--- config.mk ---
export PLATFORM = sky130hd
export DESIGN_NAME = shell_line_completeness_check
export DESIGN_NICKNAME = d
export VERILOG_FILES = /design/src/rtl/slcc_pkg.sv /design/src/rtl/shell_line_completeness_check.sv /design/src/rtl/slcc_step.sv
export SDC_FILE = /design/constraint.sdc
export NUM_CORES = 1
export LEC_CHECK = 0
export CAP_MARGIN = 15
export CORE_ASPECT_RATIO = 1.5
export CORE_MARGIN = 5
export CORE_UTILIZATION = 60
export CTS_BUF_LIST = sky130_fd_sc_hd__clkbuf_8 sky130_fd_sc_hd__clkbuf_16
export DETAILED_ROUTE_END_ITERATION = 7
export DONT_BUFFER_PORTS = 1
export PLACE_DENSITY = 0.73
export SYNTH_ARGS = -nofsm -noshare
export SYNTH_HDL_FRONTEND = slang
export SYNTH_SLANG_ARGS = --single-unit
--- constraint.sdc ---
create_clock -name clk_i -period 2.8 [get_ports clk_i]
set_input_delay 0.28 -clock clk_i [delete_from_list [all_inputs] [get_ports clk_i]]
set_output_delay 0.28 -clock clk_i [all_outputs]
set_load 0.05 [all_outputs]
--- src/rtl/slcc_pkg.sv ---
// shared types and constants for the shell line completeness check
// byte codes, quote and status encodings, scanner state struct; no dependencies
package slcc_pkg;

  localparam int MaxNesting = 255;
  localparam int DepthW     = $clog2(MaxNesting + 1);

  localparam logic [7:0] ChNul    = 8'h00;
  localparam logic [7:0] ChDquote = 8'h22;
  localparam logic [7:0] ChSquote = 8'h27;
  localparam logic [7:0] ChLparen = 8'h28;
  localparam logic [7:0] ChRparen = 8'h29;
  localparam logic [7:0] ChBslash = 8'h5C;

  typedef enum logic [1:0] {
    QkNone   = 2'd0,
    QkDouble = 2'd1,
    QkSingle = 2'd2
  } quote_e;

  typedef enum logic [1:0] {
    StComplete   = 2'd0,
    StIncomplete = 2'd1,
    StStray      = 2'd2,
    StOverflow   = 2'd3
  } status_e;

  typedef struct packed {
    quote_e              quote_kind;
    logic                escape_pending;
    logic                in_nesting;
    logic                prev_was_backslash;
    logic [DepthW-1:0]   nest_depth;
    status_e             error_code;   // StComplete means nothing latched
  } scan_state_t;

  localparam scan_state_t StateReset = '{
    quote_kind:         QkNone,
    escape_pending:     1'b0,
    in_nesting:         1'b0,
    prev_was_backslash: 1'b0,
    nest_depth:         '0,
    error_code:         StComplete
  };

endpackage

--- src/rtl/shell_line_completeness_check.sv ---
// top level of the shell line completeness check: input register, scanner state, result register
// depends on slcc_pkg and slcc_step
// Takes one line byte per word and reports one status word per zero-terminated
// line (0 complete, 1 incomplete, 2 stray close paren, 3 nesting overflow).
// A byte is held in the input register and then scanned by combinational logic
// against the scanner state register, so one byte per cycle is sustained while
// input is not stalled. A status passes through the input register and then
// the result register before it is offered. Input stalls only when a terminator
// is waiting and the status register still holds an untaken word.
module shell_line_completeness_check
  import slcc_pkg::*;
(
  input  logic       clk_i,
  input  logic       rst_ni,
  input  logic       in_valid_i,
  output logic       in_ready_o,
  input  logic [7:0] ch_i,
  output logic       out_valid_o,
  input  logic       out_ready_i,
  output logic [1:0] status_o
);

  logic        in_valid_q;
  logic [7:0]  ch_q;
  scan_state_t state_q, state_d;
  status_e     status_d;
  status_e     status_q;
  logic        out_valid_q;
  logic        out_free;
  logic        is_term;
  logic        advance;

  assign out_free   = !out_valid_q || out_ready_i;
  assign is_term    = (ch_q == ChNul);
  assign advance    = in_valid_q && (!is_term || out_free);
  assign in_ready_o = !in_valid_q || advance;

  slcc_step u_step (
    .cur_i    (state_q),
    .ch_i     (ch_q),
    .nxt_o    (state_d),
    .status_o (status_d)
  );

  always_ff @(posedge clk_i or negedge rst_ni) begin
    if (!rst_ni) begin
      in_valid_q <= 1'b0;
    end else if (in_ready_o) begin
      in_valid_q <= in_valid_i;
    end
  end

  always_ff @(posedge clk_i) begin
    if (in_ready_o && in_valid_i) begin
      ch_q <= ch_i;
    end
  end

  always_ff @(posedge clk_i or negedge rst_ni) begin
    if (!rst_ni) begin
      state_q <= StateReset;
    end else if (advance) begin
      state_q <= state_d;
    end
  end

  always_ff @(posedge clk_i or negedge rst_ni) begin
    if (!rst_ni) begin
      out_valid_q <= 1'b0;
    end else if (advance && is_term) begin
      out_valid_q <= 1'b1;
    end else if (out_ready_i) begin
      out_valid_q <= 1'b0;
    end
  end

  always_ff @(posedge clk_i) begin
    if (advance && is_term) begin
      status_q <= status_d;
    end
  end

  assign out_valid_o = out_valid_q;
  assign status_o    = status_q;

endmodule

--- src/rtl/slcc_step.sv ---
// next-state and status logic for one line byte
// depends on slcc_pkg
module slcc_step
  import slcc_pkg::*;
(
  input  scan_state_t cur_i,
  input  logic [7:0]  ch_i,
  output scan_state_t nxt_o,
  output status_e     status_o
);

  logic              is_lp, is_rp, is_bs, is_dq, is_sq;
  logic              esc;
  quote_e            q;
  logic [DepthW-1:0] dep_dec;

  assign is_lp = (ch_i == ChLparen);
  assign is_rp = (ch_i == ChRparen);
  assign is_bs = (ch_i == ChBslash);
  assign is_dq = (ch_i == ChDquote);
  assign is_sq = (ch_i == ChSquote);

  always_comb begin
    nxt_o    = cur_i;
    status_o = StComplete;
    esc      = 1'b0;
    q        = cur_i.quote_kind;
    dep_dec  = (cur_i.nest_depth != '0) ? cur_i.nest_depth - 1'b1 : cur_i.nest_depth;

    if (ch_i == ChNul) begin
      if (cur_i.error_code != StComplete) begin
        status_o = cur_i.error_code;
      end else if (cur_i.in_nesting || cur_i.escape_pending ||
                   cur_i.quote_kind != QkNone) begin
        status_o = StIncomplete;
      end
      nxt_o = StateReset;
    end else if (cur_i.error_code != StComplete) begin
      // latched error: rest of the line is ignored
      nxt_o = cur_i;
    end else if (cur_i.in_nesting) begin
      // nesting mode: escape is just the previous byte being a backslash
      esc = cur_i.prev_was_backslash;
      if (is_lp && !esc) begin
        if (cur_i.nest_depth >= DepthW'(MaxNesting)) begin
          nxt_o.error_code = StOverflow;
        end else begin
          nxt_o.nest_depth         = cur_i.nest_depth + 1'b1;
          nxt_o.prev_was_backslash = 1'b0;
        end
      end else if (is_rp && !esc) begin
        nxt_o.nest_depth = dep_dec;
        nxt_o.prev_was_backslash = 1'b0;
        if (dep_dec == '0) begin
          nxt_o.in_nesting = 1'b0;
        end
      end else begin
        nxt_o.prev_was_backslash = is_bs;
      end
    end else begin
      esc = cur_i.escape_pending;
      if (cur_i.quote_kind != QkSingle && is_bs && !esc) begin
        nxt_o.escape_pending = 1'b1;
      end else begin
        if (!esc) begin
          if (cur_i.quote_kind == QkNone) begin
            if (is_dq) begin
              q = QkDouble;
            end else if (is_sq) begin
              q = QkSingle;
            end
          end else if ((cur_i.quote_kind == QkDouble && is_dq) ||
                       (cur_i.quote_kind == QkSingle && is_sq)) begin
            q = QkNone;
          end
        end
        nxt_o.quote_kind = q;
        if (q == QkNone && !esc && is_lp) begin
          nxt_o.in_nesting         = 1'b1;
          nxt_o.nest_depth         = DepthW'(1);
          nxt_o.prev_was_backslash = 1'b0;
          nxt_o.escape_pending     = 1'b0;
        end else if (q == QkNone && !esc && is_rp) begin
          nxt_o.error_code = StStray;
        end else begin
          nxt_o.escape_pending = 1'b0;
        end
      end
    end
  end

endmodule

==> flow_metrics.tcl, run 1 <==
set metrics [dict create \
    run_status "completed" \
    worstMarginPinSlew_ps 868.7 \
    ctsHtreeMaxLevel 1 \
    final.setup_skew_ps 6.463 \
    yosysSeqAreaShare_pct 37.91 \
    timing_max_transition_violations_final 0 \
    crit_path_end_kind "output port" \
    fp.dieArea_mm2 0.004444 \
    die_width_um 56.12 \
    mostFrequentLayoutCells "sky130_fd_sc_hd__dfrtp_1, sky130_fd_sc_hd__o21ai_0, sky130_fd_sc_hd__nand2_1, sky130_fd_sc_hd__nor2_1" \
    drive_above_1_share_pct 15.17 \
    kind_of_start_point_of_the_critical_path "flop" \
    drt-total-wl_um 4922 \
    cts_tree "yes" \
    setup_viol 0 \
    floorplan.rows 25 \
    synth.yosys.warnings 0 \
    cts-buffers-inserted 3 \
    final_core_util_pct 65.48 \
    critical_path_class "reg -> out" \
    post-synth-top-area-fraction_pct 22.22 \
    number_of_enable_flip_flop_cells_after_synthesis 10 \
    post_cts_resize_count 0 \
    insertedDiodeCount 0 \
    rsz0062_at_grt "false" \
    syn-mean-instance-area_um2 9.293 \
    pin_count 16 \
    fmax_ghz 0.3823 \
    final_hold_viol_count 0 \
    track_usage_pct 24.05 \
    max-vdd-ir-drop_v 0.0005143 \
    path_max_fanout 7 \
    grt_max_degree 18 \
    synthesis.instances 206 \
    clkTransAtPathRegs_ps 90 \
    ys_dominant_reg_cell "sky130_fd_sc_hd__dfrtp_1" \
    remaining_drc_errors 0 \
    syn_nets 220 \
    cp_data_arrival_time_ps 2340 \
    post_detailed_placement_half_perimeter_wirelength_um 3705 \
    cts_max_path_buffers 2 \
    areaGrowthSynthToFinish_pct 6.993 \
    period_minus_slack_ps 2616 \
    die_y_um 79.18 \
    slew-limit-headroom_pct 41.90 \
    cap_violations 0 \
    post-place-ws_ps 378.3 \
    grt_antenna_before_repair 0 \
    clock_latency_ps 280 \
    count_of_vias_placed_by_the_detailed_router 1735 \
    wl_per_cell_um 19.61 \
    count_of_buffers_inserted_at_the_top_level_ports 0 \
    setup_ws_ps 184.3 \
    fin_total_pwr_uw 1306 \
    drtIter0Drc 99 \
    global_route_wire_length_before_repair_um 8438 \
    grt_pass1_vias 1725 \
    finalWeightedCongestion 0.9754 \
    crit_required_ps 2520 \
    yosys.cell_types.count 59 \
    synthDominantAreaCellType "sky130_fd_sc_hd__dfrtp_1" \
    detail_route.first_pass.iterations 4 \
    mostFrequentLayoutCell "sky130_fd_sc_hd__dfrtp_1" \
    clock_tree.root_cell "sky130_fd_sc_hd__clkbuf_8" \
    hold_ws_ps 84.18 \
    cellLeakagePower_uw 0.0007443 \
    post_synth_main_area_contributors "sky130_fd_sc_hd__dfrtp_1, sky130_fd_sc_hd__edfxtp_1, sky130_fd_sc_hd__o21ai_0" \
    initial_core_util_pct 61.20 \
    final_global_route_overflow_total 0 \
    ys_ff_latch 27 \
    tns_ps 0 \
    num-fill-cells 240 \
    detail_route.vias_per_cell 6.912 \
    antenna_violating_nets_post_route 0 \
    syn-cell-area_mm2 0.001914 \
    holdCritPathClass "in -> reg" \
    final_net_count 226 \
    async_flop_share_pct 62.96 \
    design.core.area_mm2 0.003128 \
    sink_count 27 \
    powerDensity_mw_per_mm2 637.8 \
    min_period_over_period_pct 93.42 \
]
-- final cells by class --
| class | count | area [um^2] | share of cell area [%] |
|---|---|---|---|
| timing repair buffer | 12 | 92.59 | 4.520 |
| clock inverter | 1 | 3.754 | 0.1833 |
| multi-input combinational | 160 | 1105 | 53.94 |
| clock buffer | 3 | 41.29 | 2.016 |
| tap | 40 | 50.05 | 2.443 |
| sequential | 27 | 725.7 | 35.43 |
| inverter | 8 | 30.03 | 1.466 |
-- flip-flops by register name, summed over array words and instances, names as in the netlist --
signal       cells
out_valid_o      1
ch_q             8
state_q         15
in_valid_q       1
status_o         2
-- power by group --
group | switching, uW | internal, uW | total [uW]
sequential | 132 | 481 | 613
clock | 127 | 98.8 | 226
combinational | 280 | 187 | 467
total | 539 | 767 | 1310
-- worst max-delay path, cell delays in order (launching register included) --
cell and delay, ps:
sky130_fd_sc_hd__edfxtp_1 460, sky130_fd_sc_hd__or4_1 760, sky130_fd_sc_hd__nor2_8 260, sky130_fd_sc_hd__nand2_1 90, sky130_fd_sc_hd__or2_2 280, sky130_fd_sc_hd__buf_4 200
-- final timing paths --
kind / start / endpoint / slack [ps] / depth (start not counted)
setup / recovery: ch_q[5] / in_ready_o / 180 / 5
hold / removal: ch_i[5] / ch_q[5] / 80 / 0
setup reg to reg: ch_q[4] / state_q[13] / 340 / 5
hold reg to reg: in_valid_q / out_valid_o / 580 / 2
max in group asynchronous: rst_ni / state_q[1] / 1720 / 1
min in group asynchronous: rst_ni / state_q[4] / 550 / 1
-- synthesized netlist by cell type, types with 3 or more instances --
master                     instances
sky130_fd_sc_hd__clkbuf_1          6
sky130_fd_sc_hd__nor2b_1           4
sky130_fd_sc_hd__a31oi_1           4
sky130_fd_sc_hd__o31ai_1           6
sky130_fd_sc_hd__nand2b_1          3
sky130_fd_sc_hd__dfrtp_1          17
sky130_fd_sc_hd__nand4_1           5
sky130_fd_sc_hd__nor2_1           12
sky130_fd_sc_hd__nor3_1           11
sky130_fd_sc_hd__edfxtp_1         10
sky130_fd_sc_hd__nand2_1          12
sky130_fd_sc_hd__mux2i_1           4
sky130_fd_sc_hd__inv_1             8
sky130_fd_sc_hd__and4_1            3
sky130_fd_sc_hd__or3_1             4
sky130_fd_sc_hd__a211oi_1          4
sky130_fd_sc_hd__nand3_1           6
sky130_fd_sc_hd__nor4_1            7
sky130_fd_sc_hd__a21oi_1          11
sky130_fd_sc_hd__or4_1             4
sky130_fd_sc_hd__buf_2             4
sky130_fd_sc_hd__o22ai_1           4
sky130_fd_sc_hd__o21ai_0          13
-- through the flow --
stage	area (um^2)	std cells
CTS	2048	251
floorplan	1914	206
detailed placement	1993	246
global placement	1993	246
global route	2048	251
finish	2048	251
-- kinds of logic after synthesis --
family	share of synthesized area, %
AND/OR/NAND/NOR	28.50
AO/OA/AOI/OAI	24.18
flip-flops	37.91
buffers and inverters	4.379
multiplexers	3.268
adder cells (fa/ha/maj)	1.307
XOR/XNOR	0.4576
-- timing repair --
action	in CTS	in global routing
setup endpoints to repair	0	0
setup buffers	0	0
hold buffers	1	0
endpoints found under the hold margin	17	0
-- per-layer routing --
metal  track usage [%]  share of wire, %  vias up
met3             4.390               5.1       26
met1             27.13                38      812
met4             13.54               5.1        0
met2             42.04                52       81
met5                 0                 0        -
li1                  -                 -      816
No activity file was read; power rests on OpenSTA's default activity.
==> run 2: changes to the inputs <==
Clock period 2.8 ns to 3.2 ns, I/O delays scaled along.
==> run 2 against run 1 <==
Effect of this change: cell area shrank 2.1%; critical path depth shrank 1; first-iteration DRC count grew 30%; combinational power shrank 13%; global-route usage shrank 1.1 points; core utilization shrank 1.4 points; critical path type unchanged.
==> flow_metrics.tcl, run 2 (synthesis results as in run 1) <==
set metrics [dict create \
    final_core_util_pct 64.08 \
    grt_antenna_before_repair 0 \
    cap_violations 0 \
    detail_route.vias_per_cell 7.310 \
    ctsHtreeMaxLevel 1 \
    post_detailed_placement_half_perimeter_wirelength_um 3730 \
    clkTransAtPathRegs_ps 90 \
    design.core.area_mm2 0.003128 \
    final_net_count 220 \
    rsz0062_at_grt "false" \
    grt_pass1_vias 1722 \
    clock_latency_ps 280 \
    min_period_over_period_pct 80.54 \
    crit_path_end_kind "output port" \
    final.setup_skew_ps 5.703 \
    post-place-ws_ps 672.2 \
    timing_max_transition_violations_final 0 \
    wl_per_cell_um 20.57 \
    setup_ws_ps 622.9 \
    antenna_violating_nets_post_route 0 \
    cellLeakagePower_uw 0.0007146 \
    floorplan.rows 25 \
    die_y_um 79.18 \
    count_of_vias_placed_by_the_detailed_router 1791 \
    cts-buffers-inserted 3 \
    drive_above_1_share_pct 13.17 \
    finalWeightedCongestion 0.9869 \
    fin_total_pwr_uw 1143 \
    period_minus_slack_ps 2577 \
    pin_count 16 \
    clock_tree.root_cell "sky130_fd_sc_hd__clkbuf_8" \
    fmax_ghz 0.3880 \
    global_route_wire_length_before_repair_um 8121 \
    drt-total-wl_um 5040 \
    registers.top_by_ff_count "state_q" \
    die_width_um 56.12 \
    hold_ws_ps 129.1 \
    track_usage_pct 22.97 \
    sink_count 27 \
    max-vdd-ir-drop_v 0.0004060 \
    cp_data_arrival_time_ps 2260 \
    mostFrequentLayoutCell "sky130_fd_sc_hd__dfrtp_1" \
    slew-limit-headroom_pct 42.38 \
    detail_route.first_pass.iterations 4 \
    initial_core_util_pct 61.20 \
    final_global_route_overflow_total 0 \
    cts_max_path_buffers 2 \
    largest_register_ff_count 15 \
    count_of_buffers_inserted_at_the_top_level_ports 0 \
    grt_max_degree 18 \
    holdCritPathClass "in -> reg" \
    insertedDiodeCount 0 \
    areaGrowthSynthToFinish_pct 4.706 \
    tns_ps 0 \
    worstMarginPinSlew_ps 861.4 \
    setup_viol 0 \
    kind_of_start_point_of_the_critical_path "flop" \
    mostFrequentLayoutCells "sky130_fd_sc_hd__dfrtp_1, sky130_fd_sc_hd__o21ai_0, sky130_fd_sc_hd__nand2_1, sky130_fd_sc_hd__nor2_1" \
    run_status "completed" \
    remaining_drc_errors 0 \
    final_hold_viol_count 0 \
    fp.dieArea_mm2 0.004444 \
    drtIter0Drc 129 \
    critical_path_class "reg -> out" \
    num-fill-cells 255 \
    path_max_fanout 7 \
    cts_tree "yes" \
    powerDensity_mw_per_mm2 570.0 \
    crit_required_ps 2880 \
]
==> run 2: through the flow <==
stage,area [um^2],std cells
floorplan,1914,206
global placement,1948,240
detailed placement,1948,240
CTS,2004,245
global route,2004,245
finish,2004,245
==> run 2: layout make-up <==
type                            instances  area (um^2)  share of cell area (%)
Inverter                                8        30.03                   1.498
Timing Repair Buffer                    6        47.55                   2.372
Clock buffer                            3        41.29                   2.060
Sequential cell                        27        725.7                   36.20
Tap cell                               40        50.05                   2.497
Clock inverter                          1        5.005                  0.2497
Multi-Input combinational cell        160         1105                   55.12
==> run 2: worst max-delay path, stage by stage, from the launching register on <==
cell,delay (ps)
sky130_fd_sc_hd__edfxtp_1,470
sky130_fd_sc_hd__or4_1,750
sky130_fd_sc_hd__nor2_8,250
sky130_fd_sc_hd__nand2_1,90
sky130_fd_sc_hd__or2_2,420
==> run 2: where the power goes <==
group          switching [uW]  internal (uW)
Sequential                120            421
Clock                     107           87.5
Combinational             246            162
Total                     473            670
==> run 2: path summary, 6_finish.rpt <==
path                            start           to  slack [ps]  cells past startpoint
max                           ch_q[5]   in_ready_o         620                      4
min                           ch_i[4]      ch_q[4]         130                      0
max reg2reg                   ch_q[5]      ch_q[5]         640                      5
min reg2reg                in_valid_q  out_valid_o         570                      2
max in group asynchronous      rst_ni   state_q[5]        2080                      1
min in group asynchronous      rst_ni   state_q[0]         590                      1
==> run 2: per-layer routing <==
layer	vias up	track usage, %	part of all wire [%]
li1	808	-	-
met1	846	24.82	38
met2	103	40.16	51
met3	34	3.740	5.3
met4	0	16.15	5.8
met5	-	0	0
==> run 2: what timing repair did <==
action                                 4_1_cts  5_1_grt
setup buffers                                0        0
hold buffers                                 1        0
resized for setup                            0        0
endpoints found under the hold margin       17        0
